### config.mk
export PLATFORM = sky130hd
export DESIGN_NAME = cbor_nested_path_map_encoder_flat
export DESIGN_NICKNAME = d
export VERILOG_FILES = /design/src/rtl/cnpm_pkg.sv /design/src/rtl/cnpm_if.sv /design/src/rtl/cbor_nested_path_map_encoder.sv /design/src/flat_wrapper.sv
export SDC_FILE = /design/constraint.sdc
export NUM_CORES = 1
export LEC_CHECK = 0
export BUFFER_PORTS_ARGS = -buffer_cell sky130_fd_sc_hd__buf_2
export CAP_MARGIN = 10
export CORE_ASPECT_RATIO = 0.6
export CORE_MARGIN = 2
export CORE_UTILIZATION = 35
export CTS_CLUSTER_SIZE = 24
export DETAILED_ROUTE_END_ITERATION = 16
export HOLD_SLACK_MARGIN = 0.02
export PLACE_DENSITY = 0.63
export SKIP_LAST_GASP = 1
export SYNTH_ARGS = -nofsm -noshare
export SYNTH_HDL_FRONTEND = slang
export SYNTH_SLANG_ARGS = --single-unit
### constraint.sdc
create_clock -name clk -period 7.3 [get_ports clk]
set_input_delay 1.46 -clock clk [delete_from_list [all_inputs] [get_ports clk]]
set_output_delay 1.46 -clock clk [all_outputs]
set_load 0.05 [all_outputs]
### src/rtl/cnpm_pkg.sv
// cnpm_pkg: widths, register indexes, status codes and cbor constants for the
// nested path map encoder. no dependencies; used by cnpm_if.sv and the top level.
package cnpm_pkg;

  // path shape
  localparam int MAX_DEPTH = 4;
  localparam int NUM_IDS   = 4;
  localparam int MIN_LEN   = 3;   // resource level
  localparam int ID_W      = 16;
  localparam int LEN_W     = 3;
  localparam int SEL_W     = 2;
  localparam int BYTE_W    = 8;
  localparam int ST_W      = 2;
  localparam int CFG_IDX_W = 3;
  localparam int CFG_DAT_W = 16;
  localparam int CNT_W     = 16;

  // most beats one path may produce, and the width of the beat counter
  localparam int MAX_RESULTS = 22;
  localparam int RUN_W       = 5;

  typedef logic [ID_W-1:0]   id_t;
  typedef logic [LEN_W-1:0]  len_t;
  typedef logic [BYTE_W-1:0] byte_t;

  typedef enum logic [ST_W-1:0] {
    ST_OK       = 2'd0,
    ST_NO_ITEMS = 2'd1,
    ST_BAD_PATH = 2'd2
  } status_t;

  typedef enum logic [CFG_IDX_W-1:0] {
    REG_BASE_LEN   = 3'd0,
    REG_BASE_ID_0  = 3'd1,
    REG_BASE_ID_1  = 3'd2,
    REG_BASE_ID_2  = 3'd3,
    REG_BASE_ID_3  = 3'd4,
    REG_ITEM_TOTAL = 3'd5
  } reg_idx_t;

  localparam logic KIND_PATH  = 1'b0;
  localparam logic KIND_CLOSE = 1'b1;

  // cbor initial bytes
  localparam byte_t CBOR_MAP_OPEN = 8'hBF;
  localparam byte_t CBOR_BREAK    = 8'hFF;
  localparam byte_t CBOR_UINT8    = 8'h18;
  localparam byte_t CBOR_UINT16   = 8'h19;
  localparam id_t   CBOR_IMM_LIM  = 16'd24;
  localparam id_t   CBOR_U8_LIM   = 16'd256;

endpackage

### src/rtl/cnpm_if.sv
// cnpm_if: valid/ready channel interfaces for config writes, input paths and
// encoded bytes. depends on cnpm_pkg.
interface cnpm_cfg_if;
  logic                           valid;
  logic                           ready;
  logic [cnpm_pkg::CFG_IDX_W-1:0] idx;
  logic [cnpm_pkg::CFG_DAT_W-1:0] wdata;
  modport source (output valid, idx, wdata, input ready);
  modport sink   (input valid, idx, wdata, output ready);
endinterface

interface cnpm_path_if;
  logic                       valid;
  logic                       ready;
  logic [cnpm_pkg::LEN_W-1:0] path_len;
  logic [cnpm_pkg::ID_W-1:0]  id_0;
  logic [cnpm_pkg::ID_W-1:0]  id_1;
  logic [cnpm_pkg::ID_W-1:0]  id_2;
  logic [cnpm_pkg::ID_W-1:0]  id_3;
  modport source (output valid, path_len, id_0, id_1, id_2, id_3, input ready);
  modport sink   (input valid, path_len, id_0, id_1, id_2, id_3, output ready);
endinterface

interface cnpm_byte_if;
  logic                        valid;
  logic                        ready;
  logic [cnpm_pkg::BYTE_W-1:0] out_byte;
  logic                        byte_kind;
  logic [cnpm_pkg::ST_W-1:0]   status;
  logic                        last_of_run;
  modport source (output valid, out_byte, byte_kind, status, last_of_run, input ready);
  modport sink   (input valid, out_byte, byte_kind, status, last_of_run, output ready);
endinterface

### src/rtl/cbor_nested_path_map_encoder.sv
// cbor_nested_path_map_encoder: turns resource paths into nested cbor map bytes
// with a small sequencer around one shared id comparator. depends on cnpm_pkg, cnpm_if.
//
//  channel    role    beat contents
//  cfg        sink    idx, wdata (register write)
//  path_in    sink    path_len, id_0..id_3 (one resource path)
//  byte_out   source  out_byte, byte_kind, status, last_of_run (one encoded byte)
//
// span is the common prefix with the previous path; the shared comparator walks the
// base and prefix ids one per cycle and the byte sequencer emits one byte per cycle
// while byte_out does not stall
// rejected paths give one status beat
// a run is capped at 22 beats; past that the sequencer walks on without emitting
// rst is synchronous; it clears config, path history and the output register
// a stall on byte_out holds the sequencer while a byte is pending; path_in is ready only
// between paths, while the last byte may still wait in the output register
module cbor_nested_path_map_encoder (
  input  logic                 clk,
  input  logic                 rst,
  cnpm_cfg_if.sink             cfg,
  cnpm_path_if.sink            path_in,
  cnpm_byte_if.source          byte_out
);

  typedef enum logic [3:0] {
    S_IDLE, S_CHK, S_BASE, S_SPAN, S_ERR, S_HEAD, S_BRK, S_OPEN,
    S_UINT0, S_UINT1, S_UINT2, S_UPD, S_FIN, S_END
  } state_t;

  state_t state;

  // configuration
  cnpm_pkg::len_t base_len;
  cnpm_pkg::id_t  base_ids [cnpm_pkg::NUM_IDS];

  // message history
  cnpm_pkg::id_t                  prev_ids [cnpm_pkg::NUM_IDS];
  cnpm_pkg::len_t                 prev_len;
  cnpm_pkg::len_t                 open_maps;
  logic [cnpm_pkg::CNT_W-1:0]     items_left;
  logic                           first_entry;

  // current path
  cnpm_pkg::len_t len_r;
  cnpm_pkg::id_t  ids [cnpm_pkg::NUM_IDS];

  // sequencer registers
  cnpm_pkg::len_t    idx;
  cnpm_pkg::len_t    span;
  cnpm_pkg::len_t    lvl;
  cnpm_pkg::len_t    cnt;
  cnpm_pkg::status_t err_code;
  logic [cnpm_pkg::RUN_W-1:0] run_cnt;

  // pending byte: held back in its own register so the last byte of a run can be flagged
  logic            pend_vld;
  cnpm_pkg::byte_t pend_byte;
  logic            pend_kind;

  // output register
  logic                         out_vld;
  cnpm_pkg::byte_t              obyte;
  logic                         okind;
  logic [cnpm_pkg::ST_W-1:0]    ostatus;
  logic                         olast;

  // combinational
  cnpm_pkg::id_t   cmp_a, cmp_b, cur_id;
  logic            cmp_eq;
  cnpm_pkg::len_t  minlen, brk, lvl_inc;
  logic            want, can_out, put_ok, do_put, run_full;
  cnpm_pkg::byte_t put_byte;
  logic            put_kind;
  logic            ld_out;
  cnpm_pkg::byte_t ld_byte;
  logic            ld_kind;
  logic [cnpm_pkg::ST_W-1:0] ld_status;
  logic            ld_last;

  assign cfg.ready      = 1'b1;
  assign path_in.ready  = (state == S_IDLE);
  assign byte_out.valid       = out_vld;
  assign byte_out.out_byte    = obyte;
  assign byte_out.byte_kind   = okind;
  assign byte_out.status      = ostatus;
  assign byte_out.last_of_run = olast;

  // shared comparator: base ids while checking the base path, history otherwise
  assign cmp_a  = ids[idx[cnpm_pkg::SEL_W-1:0]];
  assign cmp_b  = (state == S_BASE) ? base_ids[idx[cnpm_pkg::SEL_W-1:0]]
                                    : prev_ids[idx[cnpm_pkg::SEL_W-1:0]];
  assign cmp_eq = (cmp_a == cmp_b);

  assign cur_id  = ids[lvl[cnpm_pkg::SEL_W-1:0]];
  assign minlen  = (len_r < prev_len) ? len_r : prev_len;
  assign brk     = (prev_len != '0) ? (prev_len - span - 3'd1) : '0;
  assign lvl_inc = lvl + 3'd1;
  assign can_out = !out_vld || byte_out.ready;
  // once the run is full, bytes are dropped and the byte states no longer wait
  assign run_full = (run_cnt == cnpm_pkg::RUN_W'(cnpm_pkg::MAX_RESULTS));
  assign put_ok   = !pend_vld || can_out || run_full;

  // byte the sequencer wants to emit in this state
  always_comb begin
    want     = 1'b0;
    put_byte = cnpm_pkg::CBOR_BREAK;
    put_kind = cnpm_pkg::KIND_PATH;
    unique case (state)
      S_HEAD: begin
        want     = first_entry;
        put_byte = cnpm_pkg::CBOR_MAP_OPEN;
      end
      S_BRK: begin
        want = (cnt != '0);
      end
      S_OPEN: begin
        want     = (lvl != span);
        put_byte = cnpm_pkg::CBOR_MAP_OPEN;
      end
      S_UINT0: begin
        want = 1'b1;
        if (cur_id < cnpm_pkg::CBOR_IMM_LIM) begin
          put_byte = cur_id[cnpm_pkg::BYTE_W-1:0];
        end else if (cur_id < cnpm_pkg::CBOR_U8_LIM) begin
          put_byte = cnpm_pkg::CBOR_UINT8;
        end else begin
          put_byte = cnpm_pkg::CBOR_UINT16;
        end
      end
      S_UINT1: begin
        want     = 1'b1;
        put_byte = (cur_id < cnpm_pkg::CBOR_U8_LIM) ? cur_id[7:0] : cur_id[15:8];
      end
      S_UINT2: begin
        want     = 1'b1;
        put_byte = cur_id[7:0];
      end
      S_FIN: begin
        want     = (open_maps != '0);
        put_kind = cnpm_pkg::KIND_CLOSE;
      end
      default: begin
        want = 1'b0;
      end
    endcase
  end

  assign do_put = want && put_ok && !run_full;

  // output register load: pushed pending byte, final flush or error beat
  always_comb begin
    ld_out    = 1'b0;
    ld_byte   = pend_byte;
    ld_kind   = pend_kind;
    ld_status = cnpm_pkg::ST_OK;
    ld_last   = 1'b0;
    priority if (do_put && pend_vld) begin
      ld_out = 1'b1;
    end else if (state == S_END && pend_vld && can_out) begin
      ld_out  = 1'b1;
      ld_last = 1'b1;
    end else if (state == S_ERR && can_out) begin
      ld_out    = 1'b1;
      ld_byte   = '0;
      ld_kind   = cnpm_pkg::KIND_PATH;
      ld_status = err_code;
      ld_last   = 1'b1;
    end else begin
      ld_out = 1'b0;
    end
  end

  always_ff @(posedge clk) begin
    if (rst) begin
      state       <= S_IDLE;
      base_len    <= '0;
      for (int i = 0; i < cnpm_pkg::NUM_IDS; i++) begin
        base_ids[i] <= '0;
        prev_ids[i] <= '0;
      end
      prev_len    <= '0;
      open_maps   <= 3'd1;
      items_left  <= '0;
      first_entry <= 1'b1;
      run_cnt     <= '0;
      pend_vld    <= 1'b0;
      out_vld     <= 1'b0;
    end else begin
      // config writes must arrive only between paths; the block itself does not enforce it
      if (cfg.valid) begin
        unique case (cfg.idx)
          cnpm_pkg::REG_BASE_LEN:  base_len    <= cfg.wdata[cnpm_pkg::LEN_W-1:0];
          cnpm_pkg::REG_BASE_ID_0: base_ids[0] <= cfg.wdata;
          cnpm_pkg::REG_BASE_ID_1: base_ids[1] <= cfg.wdata;
          cnpm_pkg::REG_BASE_ID_2: base_ids[2] <= cfg.wdata;
          cnpm_pkg::REG_BASE_ID_3: base_ids[3] <= cfg.wdata;
          cnpm_pkg::REG_ITEM_TOTAL: begin
            // new message
            for (int i = 0; i < cnpm_pkg::NUM_IDS; i++) begin
              prev_ids[i] <= '0;
            end
            prev_len    <= '0;
            open_maps   <= 3'd1;
            items_left  <= cfg.wdata;
            first_entry <= 1'b1;
          end
          default: begin
          end
        endcase
      end

      // output register
      if (ld_out) begin
        out_vld <= 1'b1;
        obyte   <= ld_byte;
        okind   <= ld_kind;
        ostatus <= ld_status;
        olast   <= ld_last;
      end else if (byte_out.ready) begin
        out_vld <= 1'b0;
      end

      // pending byte
      if (do_put) begin
        pend_vld  <= 1'b1;
        pend_byte <= put_byte;
        pend_kind <= put_kind;
        run_cnt   <= run_cnt + 5'd1;
      end else if (state == S_END && can_out) begin
        pend_vld <= 1'b0;
      end

      unique case (state)
        S_IDLE: begin
          if (path_in.valid) begin
            len_r   <= path_in.path_len;
            ids[0]  <= path_in.id_0;
            ids[1]  <= path_in.id_1;
            ids[2]  <= path_in.id_2;
            ids[3]  <= path_in.id_3;
            run_cnt <= '0;
            state   <= S_CHK;
          end
        end
        S_CHK: begin
          idx <= '0;
          if (items_left == '0) begin
            err_code <= cnpm_pkg::ST_NO_ITEMS;
            state    <= S_ERR;
          end else if (len_r > cnpm_pkg::LEN_W'(cnpm_pkg::MAX_DEPTH) ||
                       len_r < cnpm_pkg::LEN_W'(cnpm_pkg::MIN_LEN) ||
                       len_r < base_len) begin
            err_code <= cnpm_pkg::ST_BAD_PATH;
            state    <= S_ERR;
          end else begin
            state <= S_BASE;
          end
        end
        S_BASE: begin
          // one base id per cycle
          if (idx < base_len) begin
            if (!cmp_eq) begin
              err_code <= cnpm_pkg::ST_BAD_PATH;
              state    <= S_ERR;
            end else begin
              idx <= idx + 3'd1;
            end
          end else begin
            idx   <= '0;
            state <= S_SPAN;
          end
        end
        S_SPAN: begin
          // common prefix with the previous path, one id per cycle
          if (idx < minlen && cmp_eq) begin
            idx <= idx + 3'd1;
          end else begin
            span <= idx;
            if (prev_len != '0 && idx == prev_len) begin
              err_code <= cnpm_pkg::ST_BAD_PATH;
              state    <= S_ERR;
            end else begin
              state <= S_HEAD;
            end
          end
        end
        S_ERR: begin
          if (can_out) begin
            state <= S_IDLE;
          end
        end
        S_HEAD: begin
          if (!want || put_ok) begin
            cnt   <= brk;
            state <= S_BRK;
          end
        end
        S_BRK: begin
          // close maps the new path leaves
          if (cnt != '0) begin
            if (put_ok) begin
              cnt       <= cnt - 3'd1;
              open_maps <= open_maps - 3'd1;
            end
          end else begin
            lvl   <= span;
            state <= (span < len_r) ? S_OPEN : S_UPD;
          end
        end
        S_OPEN: begin
          if (lvl == span) begin
            state <= S_UINT0;
          end else if (put_ok) begin
            open_maps <= open_maps + 3'd1;
            state     <= S_UINT0;
          end
        end
        S_UINT0: begin
          if (put_ok) begin
            if (cur_id < cnpm_pkg::CBOR_IMM_LIM) begin
              lvl   <= lvl_inc;
              state <= (lvl_inc == len_r) ? S_UPD : S_OPEN;
            end else begin
              state <= S_UINT1;
            end
          end
        end
        S_UINT1: begin
          if (put_ok) begin
            if (cur_id < cnpm_pkg::CBOR_U8_LIM) begin
              lvl   <= lvl_inc;
              state <= (lvl_inc == len_r) ? S_UPD : S_OPEN;
            end else begin
              state <= S_UINT2;
            end
          end
        end
        S_UINT2: begin
          if (put_ok) begin
            lvl   <= lvl_inc;
            state <= (lvl_inc == len_r) ? S_UPD : S_OPEN;
          end
        end
        S_UPD: begin
          for (int i = 0; i < cnpm_pkg::NUM_IDS; i++) begin
            prev_ids[i] <= (cnpm_pkg::LEN_W'(i) < len_r) ? ids[i] : '0;
          end
          prev_len    <= len_r;
          first_entry <= 1'b0;
          items_left  <= items_left - 16'd1;
          state       <= (items_left == 16'd1) ? S_FIN : S_END;
        end
        S_FIN: begin
          // last counted path: close everything still open
          if (open_maps != '0) begin
            if (put_ok) begin
              open_maps <= open_maps - 3'd1;
            end
          end else begin
            state <= S_END;
          end
        end
        S_END: begin
          if (!pend_vld || can_out) begin
            state <= S_IDLE;
          end
        end
        default: begin
          state <= S_IDLE;
        end
      endcase
    end
  end

  // error beats are always single-beat runs
  a_err_last: assert property (@(posedge clk) disable iff (rst)
    byte_out.valid && byte_out.status != cnpm_pkg::ST_OK |-> byte_out.last_of_run)
    else $error("error beat without last_of_run");

  // closing breaks only on good beats
  a_close_ok: assert property (@(posedge clk) disable iff (rst)
    byte_out.valid && byte_out.byte_kind == cnpm_pkg::KIND_CLOSE
      |-> byte_out.status == cnpm_pkg::ST_OK)
    else $error("closing break with error status");

  // no byte is left behind when the sequencer goes back to wait for a path
  a_pend_idle: assert property (@(posedge clk) disable iff (rst)
    state == S_IDLE |-> !pend_vld)
    else $error("pending byte lost at end of run");

  // an accepted path blocks the input until its run is done
  a_busy: assert property (@(posedge clk) disable iff (rst)
    path_in.valid && path_in.ready |=> !path_in.ready)
    else $error("input taken while a path is in flight");

endmodule
### src/flat_wrapper.sv
// flat-port wrapper written by rule: the top's interface ports become plain ports
module cbor_nested_path_map_encoder_flat 
  (clk, rst, cfg_valid, cfg_idx, cfg_wdata, cfg_ready, path_in_valid, path_in_path_len, path_in_id_0, path_in_id_1, path_in_id_2, path_in_id_3, path_in_ready, byte_out_valid, byte_out_out_byte, byte_out_byte_kind, byte_out_status, byte_out_last_of_run, byte_out_ready);
  cnpm_cfg_if cfg_i ();
  cnpm_path_if path_in_i ();
  cnpm_byte_if byte_out_i ();
  input  logic clk;
  input  logic rst;
  input wire logic [$bits(cfg_i.valid)-1:0] cfg_valid;
  input wire logic [$bits(cfg_i.idx)-1:0] cfg_idx;
  input wire logic [$bits(cfg_i.wdata)-1:0] cfg_wdata;
  output wire logic [$bits(cfg_i.ready)-1:0] cfg_ready;
  input wire logic [$bits(path_in_i.valid)-1:0] path_in_valid;
  input wire logic [$bits(path_in_i.path_len)-1:0] path_in_path_len;
  input wire logic [$bits(path_in_i.id_0)-1:0] path_in_id_0;
  input wire logic [$bits(path_in_i.id_1)-1:0] path_in_id_1;
  input wire logic [$bits(path_in_i.id_2)-1:0] path_in_id_2;
  input wire logic [$bits(path_in_i.id_3)-1:0] path_in_id_3;
  output wire logic [$bits(path_in_i.ready)-1:0] path_in_ready;
  output wire logic [$bits(byte_out_i.valid)-1:0] byte_out_valid;
  output wire logic [$bits(byte_out_i.out_byte)-1:0] byte_out_out_byte;
  output wire logic [$bits(byte_out_i.byte_kind)-1:0] byte_out_byte_kind;
  output wire logic [$bits(byte_out_i.status)-1:0] byte_out_status;
  output wire logic [$bits(byte_out_i.last_of_run)-1:0] byte_out_last_of_run;
  input wire logic [$bits(byte_out_i.ready)-1:0] byte_out_ready;
  assign cfg_i.valid = cfg_valid;
  assign cfg_i.idx = cfg_idx;
  assign cfg_i.wdata = cfg_wdata;
  assign cfg_ready = cfg_i.ready;
  assign path_in_i.valid = path_in_valid;
  assign path_in_i.path_len = path_in_path_len;
  assign path_in_i.id_0 = path_in_id_0;
  assign path_in_i.id_1 = path_in_id_1;
  assign path_in_i.id_2 = path_in_id_2;
  assign path_in_i.id_3 = path_in_id_3;
  assign path_in_ready = path_in_i.ready;
  assign byte_out_valid = byte_out_i.valid;
  assign byte_out_out_byte = byte_out_i.out_byte;
  assign byte_out_byte_kind = byte_out_i.byte_kind;
  assign byte_out_status = byte_out_i.status;
  assign byte_out_last_of_run = byte_out_i.last_of_run;
  assign byte_out_i.ready = byte_out_ready;
  cbor_nested_path_map_encoder u_core (.clk(clk), .rst(rst), .cfg(cfg_i), .path_in(path_in_i), .byte_out(byte_out_i));
endmodule
# Word-level counts from Yosys, hierarchy flattened
# Memories as Yosys holds them, arrays and structs flattened. A register that Yosys moved wholly into a read port is not among the register bits.
# Index checks and enable logic that the tools add are counted.
# Widths: inputs -> output; s select.
dict set report totals {
  register_bits 75
  mem_bits_rw 192
  wordCells 290
  mem_count 3
}
dict set report op_classes {
  addsub 9
  n_lt_le_gt_ge 13
  eq_ne 47
  muxes 136
  bitwise 15
  reduce_logical 46
}
# name words width rd rd_clocked_by_memory_dff wr line_no
set memory_table {}
lappend memory_table {u_core.base_ids 4 16 1 1 4 cbor_nested_path_map_encoder.sv:34} ;# cnpm_pkg::id_t base_ids [cnpm_pkg::NUM_IDS];
lappend memory_table {u_core.ids 4 16 6 2 4 cbor_nested_path_map_encoder.sv:45} ;# cnpm_pkg::id_t ids [cnpm_pkg::NUM_IDS];
lappend memory_table {u_core.prev_ids 4 16 1 1 4 cbor_nested_path_map_encoder.sv:37} ;# cnpm_pkg::id_t prev_ids [cnpm_pkg::NUM_IDS];
# cell count
set ops {}
lappend ops {{$mux 16} 20}
lappend ops {{$mux 4} 19}
lappend ops {{$mux 3} 25}
lappend ops {{$pmux 4 s14} 1}
lappend ops {{$mux 1} 46}
lappend ops {{$mux 8} 5}
lappend ops {{$pmux 8 s4} 1}
lappend ops {{$eq 4x4->1 const B} 6}
lappend ops {{$ne 2x1->1 const B} 12}
lappend ops {{$mux 2} 10}
lappend ops {{$pmux 3 s3} 2}
lappend ops {{$eq 16x1->1 const B} 1}
lappend ops {{$eq 16x16->1} 1}
lappend ops {{$eq 4x3->1 const B} 4}
lappend ops {{$logic_not 16->1} 1}
lappend ops {{$lt 16x5->1 const B} 1}
lappend ops {{$lt 16x9->1 const B} 1}
lappend ops {{$sub 16x1->16 const B} 1}
lappend ops {{$lt 3x3->1} 5}
lappend ops {{$mux 5} 3}
lappend ops {{$ne 2x2->1 const B} 6}
lappend ops {{$or 1x1->1} 12}
lappend ops {{$pmux 3 s4} 1}
lappend ops {{$reduce_and 12->1} 1}
lappend ops {{39 further kinds} 81}

# Longest topological paths before layout
dict set report logic_depth {
  word_depth 9
  mapped_depth 13
}

# Least setup slack after synthesis
# No wires, ideal clock.
dict set report synth_path {
  kind {reg2reg}
  startpoint {register u_core.state[3]}
  endpoint {memory u_core.ids[0][0] in the netlist's numbering (enable)}
  arrival_time_ns 5.237
  setup_slack_ns 1.577
  path_stages_with_launch 5
  n_path_buf 1
  synth_period_minus_slack_ns 5.723
  path_cell_list {dfxtp_1 > clkbuf_1 > nor4_1 > nand2_1 > nor2_1}
}
# item line_no
set synth_rtl {}
lappend synth_rtl {{start, declared} cbor_nested_path_map_encoder.sv:30} ;# state_t state;
lappend synth_rtl {{start signal, assigned} cbor_nested_path_map_encoder.sv:307} ;# state <= (span < len_r) ? S_OPEN : S_UPD;
lappend synth_rtl {{start signal, assigned} cbor_nested_path_map_encoder.sv:322} ;# state <= (lvl_inc == len_r) ? S_UPD : S_OPEN;
lappend synth_rtl {{start signal, assigned} cbor_nested_path_map_encoder.sv:332} ;# state <= (lvl_inc == len_r) ? S_UPD : S_OPEN;
lappend synth_rtl {{end, declared} cbor_nested_path_map_encoder.sv:45}

==> results.toml <==
[run_status]
outcome = "completed"

[route]
wl_met3_um = 3930
ant_nets = 0
wl_met2_um = 14800
wl_per_cell_um = 22.0
via_count = 8844
routed_wirelength_um = 35800
drc = 0
highest-signal-layer = "met4"
first_pass_iters = 5
routed_via_density = 5.45
wl_met1_um = 16500
drtIter0Drc = 920

[timing]
fmax_mhz = 247
fin_crit_sh_pct = 55.5
hold_viol_final = 0
fin_crit_ns = 4.05
tightest_slew_ns = 1.13
maxSlewHeadroom_pct = 24.4
tns_ns = 0
finalSetupViolCount = 0
rsz0062_at_grt = "false"
maxSlewViolCount = 0
finClkSkew_ns = 0.0143
hold_slack_ns = 0.495

[die]
die_h_um = 154
die-area_um2 = 39200
num_rows = 54
die_w_um = 254
initial_utilization_pct = 35.9
ios = 106
core_um2 = 36700

[worst_setup_path]
start_kind = "flop"
cp.required_ns = 7.73
worstRegToRegCells = 9
worst-path-max-fanout = 37
rrSetupSlack_ns = 3.25
crit_type = "reg2reg"
cp-end-kind = "flop"
crit_arrival_ns = 4.49

[clocking]
cts_inserted_buffers = 27
cts_hold_buf = 0
cts_tree = "yes"
clkLatencyLatePin_ns = 0.55
max-clock-path-buffers = 3
ctsResizeCount = 0
cts_setup_buffers = 0
clk_pin_slew_worst_paths_ns = 0.07
cts_root_buf = "clkbuf_16"
htreeDepth = 1
cts_sinks = 271

[synth]
ys_seq_area_share_pct = 57.5
syn_area_per_cell_um2 = 13.2
synthArstFlopShare_pct = 0
ys_warn_count = 0
syn-cell-area_um2 = 13200
synth_edf_count = 214
netlist_instances = 999
synth_cell_types = 77
ys_seq_elements = 271
synth_fp_nets = 1114
synthFlopType = "edfxtp_1"

[place]
port_buffers = 104
hpwl_um = 25200
place.gp.congestion = 0.898

[grt]
grt.total_usage_pct = 18.3
grt_max_degree = 57
grt_pass1_wl_um = 53900
antenna_found_initial = 5
grt-ovfl-total = 0
grt_pass1_vias = 8654

[layout]
fillCellCount = 3393
area_growth_pct = 15.5
nets = 1211
utilization_pct = 41.4
layout-drive-gt1-share_pct = 22.0

[power]
ir_drop_mv = 0.149
power_mw = 4.59
p_per_area_nw_per_um2 = 302
p_leak_nw = 5.38

[hold_path]
hold_depth = 2
worstHoldEndpoint = "u_core.items_left[5]"
hold_path_class = "reg2reg"
min-delay-start = "u_core.items_left[5]"

[job]
maxCapViolCount = 0
## cell type report
| cell class | count | area [um^2] | share of cell area, % |
|---|---|---|---|
| timing repair buffer | 120 | 664 | 4.37 |
| inverter | 30 | 113 | 0.741 |
| multi-input combinational | 646 | 5270 | 34.7 |
| sequential | 271 | 7570 | 49.8 |
| clock inverter | 17 | 199 | 1.31 |
| tap | 504 | 631 | 4.15 |
| clock buffer | 32 | 734 | 4.83 |
| antenna | 2 | 5.00 | 0.0329 |
## stage by stage
stage	instance area, um^2	worst slack (ns)	cells
after floorplan	13200	1.58	999
after global placement	14200	3.39	1569
after detailed placement	14200	3.31	1569
after CTS	15100	3.30	1618
after global routing	15200	3.11	1621
final	15200	3.25	1622
## worst max-delay path, cell delays in order, from the launching register on
cell     delay, ns
dfxtp_4       0.50
buf_4         0.63
mux4_2        0.58
mux2i_1       0.19
xnor2_1       0.09
nor4_1        0.53
nand4_1       0.40
a21oi_1       0.37
o21a_1        0.27
mux2_1        0.34
## worst max-delay path by stage
stage                                  endpoint       startpoint  slack, ns  cells past startpoint
after CTS                                  flop             flop       3.30                      9
after global routing                       flop             flop       3.11                      9
final                                      flop             flop       3.25                      9
after global placement                     flop             flop       3.39                      9
after detailed placement  u_core.prev_ids[2][1]        cfg_valid       3.31                      5
after floorplan                u_core.ids[0][0]  u_core.state[3]       1.58                      4
## synth_stat cells, types with 4 or more instances
cell type    n  share of area [%]
a21oi_1     28                1.1
nand4_1      5               0.24
mux4_1       6                1.2
ha_1        23                2.2
nor2_1      80                2.3
mux4_2      58                9.9
xnor2_1     23                1.5
o21ai_1      4               0.15
buf_1        8               0.23
dfxtp_1     57                8.7
o21bai_1     4               0.23
a31oi_1      4               0.19
nor3_1      21               0.80
nand2b_1    17               0.81
a21o_1       7               0.40
o21ai_0     26               0.99
mux2i_1     18                1.4
nor2b_1      8               0.38
nand3_1     14               0.53
a22oi_1     17               0.97
and2_1     125                5.9
edfxtp_1   214                 49
buf_2        6               0.23
xor2_1      10               0.67
a211oi_1    13               0.74
nor4_1      14               0.67
inv_1       28               0.80
nand2_1     48                1.4
a2111oi_0    7               0.47
a221o_1      6               0.46
clkbuf_1    33               0.94
## routing by layer
metal / global-route usage [%] / up-vias
li1: - / 3970
met2: 25.7 / 438
met3: 5.62 / 36
met5: 0 / -
met1: 27.8 / 4400
met4: 2.89 / 0
## cells by family after synthesis
kind of cell               synth area share, %
xor gates and xnor gates                  2.20
adders and majority gates                 2.34
and+or+nand+nor                           14.4
buffers and inverters                     2.66
other                                   0.0285
muxes                                     12.8
DFF                                       57.5
AOI/OAI and AO/OA                         8.07
## registers in the layout (all words and copies together) (netlist names), 2 cells and up, named ones only
signal                    flops
u_core.prev_ids              64
u_core.items_left            16
u_core.open_maps              3
u_core.lvl                    3
u_core.pend_byte              8
u_core.idx                    3
u_core.err_code               2
u_core.base_ids              64
u_core.prev_len               3
u_core.state                  4
u_core.len_r                  3
u_core.byte_out.out_byte      8
u_core.run_cnt                5
u_core.ids                   64
u_core.base_len               3
u_core.cnt                    3
u_core.byte_out.status        2
u_core.span                   3
## placed cells by master, fill, tap and decap left out, drive strengths merged, types with 3 or more instances in the layout
cell	instances
nand4	5
o31ai	3
a22oi	17
inv	30
and2	126
ha	23
clkinvlp	4
mux4	64
o311ai	3
a21oi	28
buf	120
o21bai	4
nor4	14
nor2b	8
xor2	10
nand3	14
o21ai	31
clkinv	9
dfxtp	57
nand2b	17
clkbuf	32
a211oi	13
or4	4
a2111oi	9
xnor2	23
edfxtp	214
a222oi	3
bufinv	4
o221ai	3
nor3	21
nor2	82
a221oi	3
mux2i	18
nand2	50
a31oi	4
a221o	6
a21o	7
mux2	3
## report_power, final
| part | internal [mW] | switching, mW | total, mW | leakage [nW] |
|---|---|---|---|---|
| Clock | 0.861 | 0.613 | 1.47 | 0.452 |
| Combinational | 0.467 | 0.700 | 1.17 | 2.42 |
| Sequential | 1.83 | 0.116 | 1.95 | 2.51 |
| Total | 3.16 | 1.43 | 4.59 | 5.38 |
Note: power is estimated with default switching activity, not from simulation.
